===== src/rtl/cssm_pkg.sv =====
// Shared constants, types and a helper function of the caseless match scanner.
package cssm_pkg;

   localparam int MAX_PATTERN = 16;
   localparam int COLUMN_BITS = 16;
   localparam int LINE_BITS   = 16;
   localparam int OUT_BITS    = 16;
   localparam int LEN_BITS    = $clog2(MAX_PATTERN + 1);
   localparam int PIDX_BITS   = (MAX_PATTERN > 1) ? $clog2(MAX_PATTERN) : 1;
   localparam int REG_BITS    = 64;
   localparam int LEN_REG_BITS = 5;
   localparam int CSR_IDX_BITS = 2;
   localparam int KIND_BITS   = 2;

   // item kinds
   localparam logic [KIND_BITS-1:0] KIND_TEXT = 2'd0;
   localparam logic [KIND_BITS-1:0] KIND_EOL  = 2'd1;
   localparam logic [KIND_BITS-1:0] KIND_SOT  = 2'd2;

   // register indexes
   localparam logic [CSR_IDX_BITS-1:0] REG_PAT_LOW  = 2'd0;
   localparam logic [CSR_IDX_BITS-1:0] REG_PAT_HIGH = 2'd1;
   localparam logic [CSR_IDX_BITS-1:0] REG_PAT_LEN  = 2'd2;

   typedef struct packed {
      logic shift;
      logic clear;
   } cell_ctl_type;

   typedef struct packed {
      logic       active;
      logic [7:0] value;
   } pat_slot_type;

   function automatic logic [7:0] fold(input logic [7:0] b);
      logic [7:0] r;
      r = b;
      if ((b >= 8'h41) && (b <= 8'h5A)) begin
         r = b + 8'h20;
      end
      return r;
   endfunction

endpackage


===== src/rtl/cssm_ifs.sv =====
// Valid/ready channel interfaces for requests, responses and register writes.
interface cssm_req_if;
   logic                           valid;
   logic                           ready;
   logic [cssm_pkg::KIND_BITS-1:0] kind;
   logic [7:0]                     text_byte;
   modport source (output valid, output kind, output text_byte, input ready);
   modport sink (input valid, input kind, input text_byte, output ready);
endinterface

interface cssm_rsp_if;
   logic                          valid;
   logic                          ready;
   logic [cssm_pkg::OUT_BITS-1:0] match_line;
   logic [cssm_pkg::OUT_BITS-1:0] match_start_col;
   logic [cssm_pkg::OUT_BITS-1:0] match_end_col;
   modport source (output valid, output match_line, output match_start_col,
                   output match_end_col, input ready);
   modport sink (input valid, input match_line, input match_start_col,
                 input match_end_col, output ready);
endinterface

interface cssm_csr_if;
   logic                              valid;
   logic                              ready;
   logic [cssm_pkg::CSR_IDX_BITS-1:0] index;
   logic [cssm_pkg::REG_BITS-1:0]     data;
   modport source (output valid, output index, output data, input ready);
   modport sink (input valid, input index, input data, output ready);
endinterface


===== src/rtl/cssm_cell.sv =====
// One window cell: holds a folded text byte, passes it on, compares it.
module cssm_cell (
   input  logic                   clock,
   input  logic                   reset,
   input  cssm_pkg::cell_ctl_type ctl,
   input  logic [7:0]             byte_in,
   input  cssm_pkg::pat_slot_type pat,
   output logic [7:0]             byte_out,
   output logic                   ok
);
   logic [7:0] held_ff;
   logic [7:0] held_in;

   always_comb begin
      held_in = held_ff;
      if (ctl.clear) begin
         held_in = 8'h00;
      end else if (ctl.shift) begin
         held_in = byte_in;
      end
   end

   always_ff @(posedge clock) begin
      if (reset) begin
         held_ff <= 8'h00;
      end else begin
         held_ff <= held_in;
      end
   end

   assign byte_out = held_ff;
   // inactive slots lie beyond the pattern and always agree
   assign ok = !pat.active || (held_ff == pat.value);
endmodule


===== src/rtl/caseless_substring_match_scanner.sv =====
// Top level: caseless substring scanner built on a shifting row of compare cells.
// Path: an accepted text item loads the compare stage; a hit then moves into the output register.
// Throughput: one item per cycle; a stalled response holds the compare stage and the
// window cells; ready drops only while the compare stage is full and the output item waits.
// Reset: synchronous, active high; clears pattern registers, window, line and column
// counters and all valid flags.
module caseless_substring_match_scanner (
   input logic          clock,
   input logic          reset,
   cssm_req_if.sink     req_if,
   cssm_rsp_if.source   rsp_if,
   cssm_csr_if.sink     csr_if
);
   localparam int NC = cssm_pkg::MAX_PATTERN;
   localparam int CB = cssm_pkg::COLUMN_BITS;
   localparam int LB = cssm_pkg::LINE_BITS;
   localparam int OB = cssm_pkg::OUT_BITS;
   localparam int LN = cssm_pkg::LEN_BITS;
   localparam int PI = cssm_pkg::PIDX_BITS;

   localparam logic [CB-1:0] COL_MAX  = {CB{1'b1}};
   localparam logic [LB-1:0] LINE_MAX = {LB{1'b1}};

   // ---------------- configuration registers ----------------
   logic [cssm_pkg::REG_BITS-1:0]     pat_low_ff,  pat_low_in;
   logic [cssm_pkg::REG_BITS-1:0]     pat_high_ff, pat_high_in;
   logic [cssm_pkg::LEN_REG_BITS-1:0] pat_len_ff,  pat_len_in;

   assign csr_if.ready = 1'b1;

   always_comb begin
      pat_low_in  = pat_low_ff;
      pat_high_in = pat_high_ff;
      pat_len_in  = pat_len_ff;
      if (csr_if.valid) begin
         unique case (csr_if.index)
            cssm_pkg::REG_PAT_LOW:  pat_low_in  = csr_if.data;
            cssm_pkg::REG_PAT_HIGH: pat_high_in = csr_if.data;
            cssm_pkg::REG_PAT_LEN:
               pat_len_in = csr_if.data[cssm_pkg::LEN_REG_BITS-1:0];
            default: ; // no register at this index
         endcase
      end
   end

   // Effective length, clamped to the window depth.
   logic [LN-1:0] len_eff;
   always_comb begin
      if (32'(pat_len_ff) > NC) begin
         len_eff = LN'(NC);
      end else begin
         len_eff = LN'(pat_len_ff);
      end
   end

   // Pattern as one byte vector; byte i at bits 8i+7:8i.
   logic [2*cssm_pkg::REG_BITS-1:0] pat_all;
   assign pat_all = {pat_high_ff, pat_low_ff};

   // ---------------- handshake and decode ----------------
   logic s1_valid_ff, s1_valid_in;
   logic s1_armed_ff, s1_armed_in;
   logic [CB-1:0] s1_col_ff, s1_col_in;
   logic [LB-1:0] s1_line_ff, s1_line_in;

   logic rsp_valid_ff, rsp_valid_in;
   logic [OB-1:0] rsp_line_ff, rsp_line_in;
   logic [OB-1:0] rsp_start_ff, rsp_start_in;
   logic [OB-1:0] rsp_end_ff, rsp_end_in;

   logic out_free;
   logic req_fire;
   logic is_text, is_eol, is_sot;

   // Output register takes a new item when empty or being drained.
   assign out_free     = !rsp_valid_ff || rsp_if.ready;
   // Compare stage is free when empty or moving into the output register.
   assign req_if.ready = !s1_valid_ff || out_free;
   assign req_fire     = req_if.valid && req_if.ready;
   assign is_text      = req_fire && (req_if.kind == cssm_pkg::KIND_TEXT);
   assign is_eol       = req_fire && (req_if.kind == cssm_pkg::KIND_EOL);
   assign is_sot       = req_fire && (req_if.kind == cssm_pkg::KIND_SOT);

   // ---------------- line and column counters ----------------
   logic [CB-1:0] col_ff, col_in;
   logic [LB-1:0] line_ff, line_in;

   always_comb begin
      col_in  = col_ff;
      line_in = line_ff;
      if (is_text) begin
         if (col_ff != COL_MAX) begin
            col_in = col_ff + 1'b1;
         end
      end else if (is_eol) begin
         col_in = '0;
         if (line_ff != LINE_MAX) begin
            line_in = line_ff + 1'b1;
         end
      end else if (is_sot) begin
         col_in  = '0;
         line_in = '0;
      end
   end

   // ---------------- window: row of compare cells ----------------
   // Cell k holds the folded byte k places back from the newest text byte.
   // After a text byte shifts in, the row holds the candidate match ending at
   // that byte, and cell k is compared with pattern byte len-1-k.
   cssm_pkg::cell_ctl_type cell_ctl;
   assign cell_ctl.shift = is_text;
   assign cell_ctl.clear = is_eol || is_sot;

   logic [7:0] cur_folded;
   assign cur_folded = cssm_pkg::fold(req_if.text_byte);

   logic [7:0]             chain [NC];
   logic [NC-1:0]          cell_ok;
   cssm_pkg::pat_slot_type slot [NC];

   for (genvar k = 0; k < NC; k++) begin : g_cell
      logic [LN-1:0] pidx;

      always_comb begin
         pidx = len_eff - LN'(k) - 1'b1;
         slot[k].active = (LN'(k) < len_eff);
         slot[k].value  = cssm_pkg::fold(pat_all[8*PI'(pidx) +: 8]);
      end

      if (k == 0) begin : g_head
         cssm_cell u_cell (
            .clock    (clock),
            .reset    (reset),
            .ctl      (cell_ctl),
            .byte_in  (cur_folded),
            .pat      (slot[k]),
            .byte_out (chain[k]),
            .ok       (cell_ok[k])
         );
      end else begin : g_body
         cssm_cell u_cell (
            .clock    (clock),
            .reset    (reset),
            .ctl      (cell_ctl),
            .byte_in  (chain[k-1]),
            .pat      (slot[k]),
            .byte_out (chain[k]),
            .ok       (cell_ok[k])
         );
      end
   end

   // ---------------- compare stage ----------------
   // Armed: pattern in use and the line already holds len bytes with this one.
   always_comb begin
      s1_valid_in = s1_valid_ff;
      s1_armed_in = s1_armed_ff;
      s1_col_in   = s1_col_ff;
      s1_line_in  = s1_line_ff;
      if (is_text) begin
         s1_valid_in = 1'b1;
         s1_armed_in = (len_eff != '0) && (col_ff >= CB'(len_eff - 1'b1));
         s1_col_in   = col_ff;
         s1_line_in  = line_ff;
      end else if (out_free) begin
         s1_valid_in = 1'b0;
      end
   end

   logic hit;
   assign hit = s1_valid_ff && s1_armed_ff && (&cell_ok);

   // ---------------- output register ----------------
   always_comb begin
      rsp_valid_in = rsp_valid_ff;
      rsp_line_in  = rsp_line_ff;
      rsp_start_in = rsp_start_ff;
      rsp_end_in   = rsp_end_ff;
      if (out_free) begin
         rsp_valid_in = hit;
         rsp_line_in  = OB'(s1_line_ff);
         rsp_start_in = OB'(s1_col_ff - CB'(len_eff - 1'b1));
         rsp_end_in   = OB'(s1_col_ff);
      end
   end

   assign rsp_if.valid           = rsp_valid_ff;
   assign rsp_if.match_line      = rsp_line_ff;
   assign rsp_if.match_start_col = rsp_start_ff;
   assign rsp_if.match_end_col   = rsp_end_ff;

   // ---------------- registers ----------------
   always_ff @(posedge clock) begin
      if (reset) begin
         pat_low_ff   <= '0;
         pat_high_ff  <= '0;
         pat_len_ff   <= '0;
         col_ff       <= '0;
         line_ff      <= '0;
         s1_valid_ff  <= 1'b0;
         rsp_valid_ff <= 1'b0;
      end else begin
         pat_low_ff   <= pat_low_in;
         pat_high_ff  <= pat_high_in;
         pat_len_ff   <= pat_len_in;
         col_ff       <= col_in;
         line_ff      <= line_in;
         s1_valid_ff  <= s1_valid_in;
         rsp_valid_ff <= rsp_valid_in;
      end
   end

   // payload, no reset needed
   always_ff @(posedge clock) begin
      s1_armed_ff  <= s1_armed_in;
      s1_col_ff    <= s1_col_in;
      s1_line_ff   <= s1_line_in;
      rsp_line_ff  <= rsp_line_in;
      rsp_start_ff <= rsp_start_in;
      rsp_end_ff   <= rsp_end_in;
   end

   // ---------------- assertions ----------------
`ifndef ASSERT_OFF
   a_text_loads_stage: assert property (@(posedge clock) disable iff (reset)
      is_text |=> s1_valid_ff)
      else $error("accepted text item did not reach the compare stage");

   a_eol_clears_col: assert property (@(posedge clock) disable iff (reset)
      is_eol |=> (col_ff == '0))
      else $error("end of line did not clear the column");

   a_stage_holds: assert property (@(posedge clock) disable iff (reset)
      (s1_valid_ff && !out_free) |=> (s1_valid_ff && $stable(s1_col_ff)))
      else $error("compare stage lost an item while the output was stalled");

   a_start_le_end: assert property (@(posedge clock) disable iff (reset)
      rsp_valid_ff |-> (rsp_start_ff <= rsp_end_ff))
      else $error("match start column beyond end column");
`endif

endmodule


===== src/flat_wrapper.sv =====
// flat-port wrapper written by rule: the top's interface ports become plain ports
module caseless_substring_match_scanner_flat 
  (clock, reset, req_if_valid, req_if_kind, req_if_text_byte, req_if_ready, rsp_if_valid, rsp_if_match_line, rsp_if_match_start_col, rsp_if_match_end_col, rsp_if_ready, csr_if_valid, csr_if_index, csr_if_data, csr_if_ready);
  cssm_req_if req_if_i ();
  cssm_rsp_if rsp_if_i ();
  cssm_csr_if csr_if_i ();
  input logic clock;
  input logic reset;
  input wire logic [$bits(req_if_i.valid)-1:0] req_if_valid;
  input wire logic [$bits(req_if_i.kind)-1:0] req_if_kind;
  input wire logic [$bits(req_if_i.text_byte)-1:0] req_if_text_byte;
  output wire logic [$bits(req_if_i.ready)-1:0] req_if_ready;
  output wire logic [$bits(rsp_if_i.valid)-1:0] rsp_if_valid;
  output wire logic [$bits(rsp_if_i.match_line)-1:0] rsp_if_match_line;
  output wire logic [$bits(rsp_if_i.match_start_col)-1:0] rsp_if_match_start_col;
  output wire logic [$bits(rsp_if_i.match_end_col)-1:0] rsp_if_match_end_col;
  input wire logic [$bits(rsp_if_i.ready)-1:0] rsp_if_ready;
  input wire logic [$bits(csr_if_i.valid)-1:0] csr_if_valid;
  input wire logic [$bits(csr_if_i.index)-1:0] csr_if_index;
  input wire logic [$bits(csr_if_i.data)-1:0] csr_if_data;
  output wire logic [$bits(csr_if_i.ready)-1:0] csr_if_ready;
  assign req_if_i.valid = req_if_valid;
  assign req_if_i.kind = req_if_kind;
  assign req_if_i.text_byte = req_if_text_byte;
  assign req_if_ready = req_if_i.ready;
  assign rsp_if_valid = rsp_if_i.valid;
  assign rsp_if_match_line = rsp_if_i.match_line;
  assign rsp_if_match_start_col = rsp_if_i.match_start_col;
  assign rsp_if_match_end_col = rsp_if_i.match_end_col;
  assign rsp_if_i.ready = rsp_if_ready;
  assign csr_if_i.valid = csr_if_valid;
  assign csr_if_i.index = csr_if_index;
  assign csr_if_i.data = csr_if_data;
  assign csr_if_ready = csr_if_i.ready;
  caseless_substring_match_scanner u_core (.clock(clock), .reset(reset), .req_if(req_if_i), .rsp_if(rsp_if_i), .csr_if(csr_if_i));
endmodule

===== config.mk =====
export PLATFORM = sky130hd
export DESIGN_NAME = caseless_substring_match_scanner_flat
export DESIGN_NICKNAME = d
export VERILOG_FILES = /design/src/rtl/cssm_pkg.sv /design/src/rtl/cssm_ifs.sv /design/src/rtl/cssm_cell.sv /design/src/rtl/caseless_substring_match_scanner.sv /design/src/flat_wrapper.sv
export SDC_FILE = /design/constraint.sdc
export NUM_CORES = 1
export LEC_CHECK = 0
export ABC_AREA = 1
export CELL_PAD_IN_SITES_DETAIL_PLACEMENT = 0
export CELL_PAD_IN_SITES_GLOBAL_PLACEMENT = 1
export CORE_MARGIN = 4
export CORE_UTILIZATION = 39
export DETAILED_ROUTE_END_ITERATION = 16
export DONT_BUFFER_PORTS = 1
export PLACE_DENSITY = 0.79
export SETUP_SLACK_MARGIN = 0.1
export SYNTH_ARGS = -nofsm -noshare
export SYNTH_HDL_FRONTEND = slang
export SYNTH_SLANG_ARGS = --single-unit

===== constraint.sdc =====
create_clock -name clock -period 6.1 [get_ports clock]
set_input_delay 1.22 -clock clock [delete_from_list [all_inputs] [get_ports clock]]
set_output_delay 1.22 -clock clock [all_outputs]
set_load 0.1 [all_outputs]

# After elaboration in Yosys (flattened, before gate mapping)
# Index checks and enable logic that the tools add are counted.
# W data, S select, Z words.
[word_totals]
n_memories = 0
reg_bits = 376
latchBits = 0
output_inout_bits = 51
inputBits = 81
mem_bits_rw = 0
romBits = 0
[op_classes]
reduce_logical = 74
bitwise = 1
shifts = 16
n_mul = 0
addsub = 51
n_lt_le_gt_ge = 52
n_div = 0
muxes = 26
eq_ne = 24
[op_table]
columns = ["operator", "n"]
rows = [
  ["$shiftx A128 B8 Y8", 16],
  ["$add A8 B6 Y8 const B", 17],
  ["$ge A8 B7 Y1 const B", 17],
  ["$le A8 B7 Y1 const B", 17],
  ["$mux W8", 17],
  ["$eq A8 B8 Y1", 16],
  ["$mux W16", 6],
  ["$sub A4 B1 Y4 const B", 16],
  ["$lt A4 B5 Y1 const A", 8],
  ["$add A16 B1 Y16 const B", 2],
  ["$ne A16 B16 Y1 const B", 2],
  ["$sub A4 B4 Y4 const B", 8],
  ["$logic_and A1 B1 Y1", 24],
  ["$lt A3 B5 Y1 const A", 4],
  ["$logic_or A1 B1 Y1", 19],
  ["$logic_not A1 Y1", 18],
  ["$ge A16 B16 Y1", 1],
  ["$reduce_and A16 Y1", 1],
  ["$sub A16 B16 Y16", 1],
  ["$sub A4 B3 Y4 const B", 4],
  ["$lt A1 B5 Y1 const A", 2],
  ["$lt A2 B5 Y1 const A", 2],
  ["$reduce_and A2 Y1", 4],
  ["$sub A4 B2 Y4 const B", 2],
  ["other kinds (14)", 20],
]

# Longest topological paths before layout
# Gate-level depths: netlist (run 1).
[logic_depth]
ltp_word = 12
mapped_depth = 33
depth_no_buf = 29

# Modules after synthesis
# From an unflattened synthesis (run 1), not the netlist that was laid out.
[hier_totals]
cells_unflattened = 4111
hier_area_um2 = 26462.9
[by_module_without_submodules]
columns = ["module", "instances", "cells_per_inst", "area_per_inst_um2"]
rows = [
  ["caseless_substring_match_scanner", 1, 3039, 19075.8],
  ["cssm_cell", 16, 67, 461.7],
]

# Worst setup path before layout (run 1)
# No wires, ideal clock.
[synth_path]
path_kind = "input to register"
start = "in rsp_if_ready"
end = "reg u_core.s1_armed_ff (enable)"
arrival_ns = 3.665
path_stages = 5
setup_ns = 0.410
setup_slack_ns = 2.025
path_cell_list = "nor2_1 > nand2_1 > nand2_1 > nor3_1 > clkbuf_1"
[synth_between]
elab_chain_len = 4
[synth_lines]
columns = ["item", "line_no", "rtl"]
rows = [
  ["from (decl)", "flat_wrapper.sv:17", "input wire logic [$bits(rsp_if_i.ready)-1:0] rsp_if_ready;"],
  ["$logic_or A1 B1 Y1", "caseless_substring_match_scanner.sv:76", "assign out_free = !rsp_valid_ff || rsp_if.ready;"],
  ["$logic_or A1 B1 Y1", "caseless_substring_match_scanner.sv:78", "assign req_if.ready = !s1_valid_ff || out_free;"],
  ["net req_if_ready", "flat_wrapper.sv:12", "output wire logic [$bits(req_if_i.ready)-1:0] req_if_ready;"],
  ["$logic_and A1 B1 Y1", "caseless_substring_match_scanner.sv:79", "assign req_fire = req_if.valid && req_if.ready;"],
  ["$logic_and A1 B1 Y1", "caseless_substring_match_scanner.sv:80", "assign is_text = req_fire && (req_if.kind == cssm_pkg::KIND_TEXT);"],
  ["net u_core.is_text", "caseless_substring_match_scanner.sv:73", "logic is_text, is_eol, is_sot;"],
  ["to (signal assigned)", "caseless_substring_match_scanner.sv:215", "s1_armed_ff <= s1_armed_in;"],
  ["to (decl)", "caseless_substring_match_scanner.sv:62", "logic s1_armed_ff, s1_armed_in;"],
]
# The timed path passes the listed nets, and every way through them passes these cells.
# A chain may end at the register's enable or synchronous reset.

# Worst setup path in the final report (run 1)
[layout_path]
start = "reg u_core.pat_len_ff[0] (netlist bit)"
end = "reg u_core.rsp_valid_ff, in the netlist u_core.rsp_if.valid"
[layout_between]
elab_chain_len = 12
elab_cells_between_ends = 194
[layout_lines]
columns = ["item", "line_no", "rtl"]
rows = [
  ["from (decl)", "caseless_substring_match_scanner.sv:27", "logic [cssm_pkg::LEN_REG_BITS-1:0] pat_len_ff, pat_len_in;"],
  ["from (signal assigned)", "caseless_substring_match_scanner.sv:205", "pat_len_ff <= pat_len_in;"],
  ["$gt A5 B5 Y1", "caseless_substring_match_scanner.sv:49", "if (32'(pat_len_ff) > NC) begin"],
  ["$mux W5 (*)", "caseless_substring_match_scanner.sv:49", ""],
  ["$sub A4 B4 Y4, or another cell as far along", "caseless_substring_match_scanner.sv:125", "pidx = len_eff - LN'(k) - 1'b1;"],
  ["$sub A4 B1 Y4", "caseless_substring_match_scanner.sv:125", ""],
  ["$shiftx A128 B8 Y8", "caseless_substring_match_scanner.sv:127", "slot[k].value = cssm_pkg::fold(pat_all[8*PI'(pidx) +: 8]);"],
  ["$ge A8 B7 Y1 / $le A8 B7 Y1 (equally long branches)", "cssm_pkg.sv:38", "if ((b >= 8'h41) && (b <= 8'h5A)) begin"],
  ["$logic_and A1 B1 Y1", "cssm_pkg.sv:38", ""],
  ["$mux W8", "cssm_pkg.sv:38", ""],
  ["$eq A8 B8 Y1", "cssm_cell.sv:33", "assign ok = !pat.active || (held_ff == pat.value);"],
  ["$logic_or A1 B1 Y1", "cssm_cell.sv:33", ""],
  ["$reduce_and A16 Y1 (*)", "caseless_substring_match_scanner.sv:171", "assign hit = s1_valid_ff && s1_armed_ff && (&cell_ok);"],
  ["$logic_and A1 B1 Y1 (*)", "caseless_substring_match_scanner.sv:171", ""],
  ["to (signal assigned)", "caseless_substring_match_scanner.sv:209", "rsp_valid_ff <= rsp_valid_in;"],
  ["to (decl)", "caseless_substring_match_scanner.sv:66", "logic rsp_valid_ff, rsp_valid_in;"],
]
# Every way passes the cells marked *; elsewhere a longest branch is shown, timed or not.

==> results.md, run 1 <==
* Slew of the pin with the lowest slew margin at 1.349 ns
* Post_cts resized at 0
* Ranking of synthesized cells by area: nand2_1 23%, dfxtp_1 23%, nand3_1 11%, edfxtp_1 9.3%, a21oi_1 5.6%
* Biggest area consumer among synthesized cells: nand2_1
* Port buffer count at 0
* DR vias at 27650
* Layout area overhead at 7.166%
* Core Util, Final at 42.31%
* Signal arrival time at the worst endpoint at 5.42 ns
* Final worst slack at 1.190 ns
* Hold Vio Cnt, Final at 0
* Clock-pin slew on the worst setup and hold paths at 0.06 ns
* Via density at 5.525
* Sequential share of the synthesized area at 32.01%
* First-pass GRT wire length at 160.1 mm
* Pre-antenna DRT Iters at 6
* Tot GR Track Use at 29.84%
* Post-synth top area share at 22.91%
* Synth cell count leaders: 1590 x nand2_1, 570 x nand3_1, 356 x inv_1, 295 x dfxtp_1, 292 x a21oi_1
* Crit. End Element: flip-flop
* Global route overflow at 0
* Max-Cap Viols at 0
* Setup WS pre-CTS at 1.339 ns
* # DRC at 0
* Leak at 12.29 nW
* Routed wire length at 108.6 mm
* Yosys Warn Count at 0
* Syn Std Cell Area at 26050 um^2
* Mapped Cells at 4219
* Layout Nets at 4240
* Hold WS at 0.4180 ns
* Vias in the first global route at 24800
* CTS tree: done
* Worst path required time at 6.61 ns
* Initial antenna violation count at 4
* # rows at 94
* Most frequent cell after synthesis: nand2_1
* FFs w/ async S/R, synth at 0%
* Number of enable flip-flop cells after synthesis at 81
* Top_reg_cell synth: dfxtp_1
* Crit share post-route at 80.49%
* Unrepaired setup endpoints after global routing: no
* DP Wirelength at 84.69 mm
* Cells after DPL at 4923
* CTS Root Cell: clkbuf_16
* Tot Pwr at 8.208 mW
* Hold_buf cts at 0
* Power Density at 294.0 nW/um^2
* Iter 0 DRT Violations at 3077
* Final TNS setup at 0 ns
* Pins Over Slew Limit at 0
* Gpl congestion at 1.016
* Status: finished clean
* Skew final at 0.02981 ns
* Setup bufs post-CTS at 0
* Crit path kind: flip-flop to flip-flop
* Synth Register Bits at 376
* Routed Antenna Nets at 0
* CTS Sinks at 376
* Post-synthesis average cell area at 6.174 um^2
* Maximum vdd drop at 0.1972 mV
* Maximum number of pins on one net before global-route repair at 157
* Chip Width at 266.4 um
* Yosys cell types at 57
* Clk_lat worst skew at 0.60 ns
* Die Span Y at 266.4 um
* Worst Hold Class: flip-flop to flip-flop
* CTS Buffer Depth at 3
* I/O pin count at 132
* Average wire per standard cell at 21.70 um
* Nature of the critical path startpoint: flip-flop
* Layout cells sized above 1 at 4.495%
* Setup-failing EPs final at 0
* CP Max Fanout at 24
* Core box area at 65980 um^2
* Post-synth net total at 4354
* Post-Place Cell Area at 26430 um^2
* Initial Utilization at 39.48%
* Slew headroom at 9.108%
* Die ar. at 70990 um^2
* Fmax at 203.7 MHz
* H-tree levels at 2
* Min Tclk post-route at 4.910 ns
* Num CTS Buffers at 44
* Post-Layout Cell Count at 5004
* Design area at 27920 um^2
kinds of logic (layout without fill, tap and decap cells):
kind of cell / count (synthesis) / after routing / share of synthesized area, %
fa+ha+maj: 54 / 54 / 2.594
compound gates: 639 / 639 / 12.82
flops: 376 / 376 / 32.01
other cells: 1 / 3 / 0.01440
simple gates: 2504 / 2504 / 40.58
xor+xnor: 64 / 64 / 2.325
buf+inv: 581 / 500 / 9.664
worst max-delay path, stage by stage, from the launching register on:
cell,delay (ns)
dfxtp_1,0.75
nor2_1,0.19
nand2_1,0.18
nand2_2,0.08
nand2_2,0.44
ha_1,0.35
clkinv_1,0.24
buf_4,0.38
nand2_1,0.12
nand3_1,0.12
nand2_1,0.13
o21ai_1,0.44
nand3_1,0.16
nor2_2,0.27
nand3_1,0.10
nand2_1,0.07
nand2_1,0.06
nor2_1,0.09
nand2_1,0.07
nand2_1,0.05
nand2_1,0.08
nand2_1,0.06
nand3_1,0.10
nor2_1,0.10
nand2_1,0.07
a21oi_2,0.11
cell usage in the layout (no fill, tap or decap), types with 6 or more instances in the layout:
cell,count
nor2_2,16
a21oi_1,291
nand2_1,1590
nor3_1,18
clkbuf_16,46
nand4_1,64
clkbuf_1,12
inv_2,10
o21ai_0,225
nand3_1,569
inv_1,353
o21ai_1,76
or2_2,9
clkinv_2,8
nor2_1,187
nand3b_1,24
ha_1,54
xnor2_1,16
o211ai_1,9
a211oi_1,6
nand2_2,11
edfxtp_1,81
buf_4,45
dfxtp_1,295
clkbuf_8,7
xor2_1,45
power by group:
group	leakage [nW]	switching, mW	internal [mW]
Sequential	3.17	0.429	2.66
Combinational	8.39	1.73	0.658
Clock	0.727	1.10	1.64
state kept, by name, indices dropped and copies added, names as in the netlist, 16 cells and up:
register and cells:
u_core.g_cell.g_body.u_cell.byte_out 120, u_core.pat_high_ff 64, u_core.pat_low_ff 64, u_core.col_ff 16
u_core.line_ff 16, u_core.rsp_if.match_end_col 16, u_core.rsp_if.match_line 16, u_core.rsp_if.match_start_col 16
u_core.s1_col_ff 16, u_core.s1_line_ff 16
final cells by class:
type                    instances  area [um^2]
repair buffers                 46        357.8
multi-input cells            3262        15220
clock inverters                14        191.4
fillers                      7170        38060
diodes                          2        5.005
inverters                     375         1428
flip-flops and latches        376         8338
well taps                     864         1081
clock buffers                  65         1292
per-layer routing:
layer | GRT usage (%) | vias to the layer above | routed length (um)
li1 | - | 13560 | -
met1 | 40.12 | 12740 | 46530
met2 | 46.24 | 1125 | 46960
met3 | 6.766 | 225 | 9565
met4 | 12.81 | 2 | 5540
met5 | 0 | - | 8
path summary, 6_finish.rpt:
check	start	end	slack (ns)	cells past startpoint
max	u_core.pat_len_ff[0]$_SDFFE_PP0P_	u_core.rsp_if.valid$_SDFFE_PP0P_	1.19	25
min	u_core.s1_line_ff[11]$_DFFE_PP_	u_core.rsp_if.match_line[11]$_DFFE_PP_	0.42	0
min reg2reg	u_core.s1_line_ff[11]$_DFFE_PP_	u_core.rsp_if.match_line[11]$_DFFE_PP_	0.42	0
max reg2reg	u_core.pat_len_ff[0]$_SDFFE_PP0P_	u_core.rsp_if.valid$_SDFFE_PP0P_	1.19	25
(Power assumes the default switching activity.)
==> inputs of run 2 (changes only) <==
ABC_AREA = 0   (was 1)
PLACE_DENSITY = 0.76   (was 0.79)
clock period = 4.2 ns   (was 6.1 ns; I/O delays follow)
==> run 2 against run 1 <==
Effect of this change:
- the run now ends with negative setup slack left
- non-clock buffer count up 673
- fmax up 15%
- power up 35%
- highest routed layer unchanged
- synthesized area up 14%
- global-route usage up 5.4 points
- utilization up 8.8 points
- sequential power up 35%
- combinational power up 23%
- sequential cell count unchanged
- register-to-register slack worse by 1.3 ns
- clock skew up 0.012 ns
==> results.md, run 2 <==
* Status: complete, but fails checks
* Failing checks: negative setup slack
* Min Tclk post-route at 4.287 ns
* Skew final at 0.04184 ns
* First-pass GRT wire length at 209.6 mm
* CP Max Fanout at 7
* Most common cell after layout, fill and taps aside: nand2_1
* Gpl congestion at 1.066
* Crit share post-route at 102.1%
* Iter 0 DRT Violations at 3895
* Via density at 6.259
* Post-synth top area share at 19.91%
* Average wire per standard cell at 30.09 um
* Tot Pwr at 11.09 mW
* DR vias at 30850
* Post-synth net total at 3615
* Post-Place Cell Area at 35440 um^2
* Layout cells sized above 1 at 29.42%
* Synth Register Bits at 376
* CTS Sinks at 376
* Global route overflow at 0
* Vias in the first global route at 28820
* Clk_lat worst skew at 0.61 ns
* Reg area at 8351 um^2
* # rows at 100
* Setup WS pre-CTS at -0.3503 ns
* Switching share of power at 33.39%
* Leak at 14.90 nW
* Worst path required time at 4.73 ns
* FF-to-FF setup slack at -0.09 ns
* Post-synthesis average cell area at 8.522 um^2
* Sequential share of the synthesized area at 28.12%
* Layout area overhead at 29.09%
* CTS Root Cell: clkbuf_16
* Initial antenna violation count at 5
* Syn Std Cell Area at 29660 um^2
* CTS tree: done
* Post-Layout Cell Count at 4929
* Max-Cap Viols at 0
* Biggest area consumer among synthesized cells: dfxtp_1
* Cells after DPL at 4807
* Worst Hold Class: primary input to flip-flop
* CTS Buffer Depth at 3
* Setup-failing EPs final at 1
* Unrepaired setup endpoints after global routing: yes
* Crit path kind: flip-flop to flip-flop
* Final TNS setup at -0.08702 ns
* Core box area at 74950 um^2
* Sequential power share at 37.5%
* Maximum vdd drop at 0.3496 mV
* Signal arrival time at the worst endpoint at 4.81 ns
* Commonest cells after routing, fill and taps aside: 709 x nand2_1, 636 x buf_4, 371 x a21oi_1, 291 x dfxtp_1, 280 x mux2i_1
* Fmax at 233.3 MHz
* Die Span Y at 283.8 um
* Pre-antenna DRT Iters at 6
* Pins Over Slew Limit at 0
* Initial Utilization at 39.57%
* Slew of the pin with the lowest slew margin at 1.105 ns
* Sw power at 3.702 mW
* Cell internal pwr at 7.386 mW
* Yosys cell types at 92
* Ranking of synthesized cells by area: dfxtp_1 20%, mux4_2 13%, mux2i_1 10%, nand2_1 9.0%, edfxtp_1 8.2%
* Synth cell count leaders: 712 x nand2_1, 381 x a21oi_1, 311 x mux2i_1, 295 x dfxtp_1, 187 x clkbuf_1
* FFs w/ async S/R, synth at 0%
* Mapped Cells at 3480
* Core Util, Final at 51.08%
* Port buffer count at 0
* Maximum number of pins on one net before global-route repair at 153
* Top_reg_cell synth: dfxtp_1
* Layout Nets at 4059
* Design area at 38280 um^2
* Slew headroom at 26.16%
* Hold Vio Cnt, Final at 0
* Max reg flops at 120
* Area of the multi-input gates at 20680 um^2
* Routed wire length at 148.3 mm
* Clock-pin slew on the worst setup and hold paths at 0.07 ns
* # DRC at 0
* Yosys Warn Count at 0
* # fillers at 7037
* Num CTS Buffers at 43
* Hold WS at 0.3077 ns
* Routed Antenna Nets at 0
* Chip Width at 283.8 um
* I/O pin count at 132
* Power Density at 289.6 nW/um^2
* Die ar. at 80520 um^2
* Number of enable flip-flop cells after synthesis at 81
* H-tree levels at 2
* Most frequent cell after synthesis: nand2_1
* Crit. End Element: flip-flop
* DP Wirelength at 114.5 mm
* Tot GR Track Use at 35.23%
* Final worst slack at -0.08702 ns
* Logic pwr share at 26.5%
* Nature of the critical path startpoint: flip-flop
* Power share of the clock group at 36.0%
[run 2: changes by cell type in the layout (fill, tap and decap cells not counted), sizes merged, moves of 47 or more]
cell,previous run,this run
nand2,1603,712
buf,46,710
nand3,571,75
inv,370,46
mux2i,0,312
o21ai,305,72
mux4,0,167
a21oi,294,382
xnor2,16,96
nor2,206,140
a211oi,6,62
nor3,20,67
[run 2: final timing paths]
check             cells after the start                               endpoint                               from
setup / recovery                     14       u_core.rsp_if.valid$_SDFFE_PP0P_  u_core.pat_len_ff[0]$_SDFFE_PP0P_
hold / removal                        1    u_core.pat_high_ff[55]$_SDFFE_PP0P_                              reset
setup reg to reg                     14       u_core.rsp_if.valid$_SDFFE_PP0P_  u_core.pat_len_ff[0]$_SDFFE_PP0P_
hold reg to reg                       0  u_core.rsp_if.match_line[4]$_DFFE_PP_     u_core.s1_line_ff[4]$_DFFE_PP_
[run 2: kinds of logic (layout without fill, tap and decap cells)]
kind of cell	after synthesis	after routing	synth area share, %
compound gates	778	778	16.26
xor+xnor	177	177	5.299
fa+ha+maj	54	54	2.278
buf+inv	365	842	5.130
flops	376	376	28.12
mux	521	521	24.82
other cells	1	4	0.01265
simple gates	1208	1208	18.08
[run 2: cell type report]
type,instances,area share (%)
multi-input cells,2739,54.02
flip-flops and latches,376,21.81
repair buffers,719,16.58
well taps,969,3.167
clock buffers,57,3.164
clock inverters,21,0.7256
inverters,45,0.5066
diodes,3,0.01961
[run 2: repair_timing]
item                                    CTS  global route
cloned                                    7             4
hold buffers                              0             0
resized for setup                       102            74
setup buffers                            12            18
endpoints found under the setup margin    4             4
pin swaps                                13            28
[run 2: power by group through the flow]
stage	Combinational, mW	Sequential (mW)	Clock [mW]
global route	3.08	4.15	4.20
CTS	2.79	4.15	4.05
floorplan	1.51	4.15	0
global placement	2.69	4.23	0
detailed placement	2.69	4.23	0
finish	2.94	4.16	3.99
[run 2: critical path: stages, from the launching register on]
cell	delay [ns]
dfxtp_4	0.38
buf_4	0.17
or4b_1	0.70
o22ai_4	0.31
nor3_1	0.10
or4_1	0.53
a211oi_4	0.42
o311ai_0	0.20
o41ai_2	0.10
o2111ai_2	0.22
o31ai_2	0.27
nand3_2	0.14
a2111oi_4	0.29
o2111ai_1	0.16
o31ai_1	0.21
[run 2: layer usage]
layer | track usage (%) | vias up | wire (um)
met4 | 18.54 | 4 | 10260
met2 | 51.70 | 1841 | 61880
met1 | 46.26 | 14920 | 58470
met5 | 0 | - | 33
li1 | - | 13620 | -
met3 | 11.33 | 462 | 17700
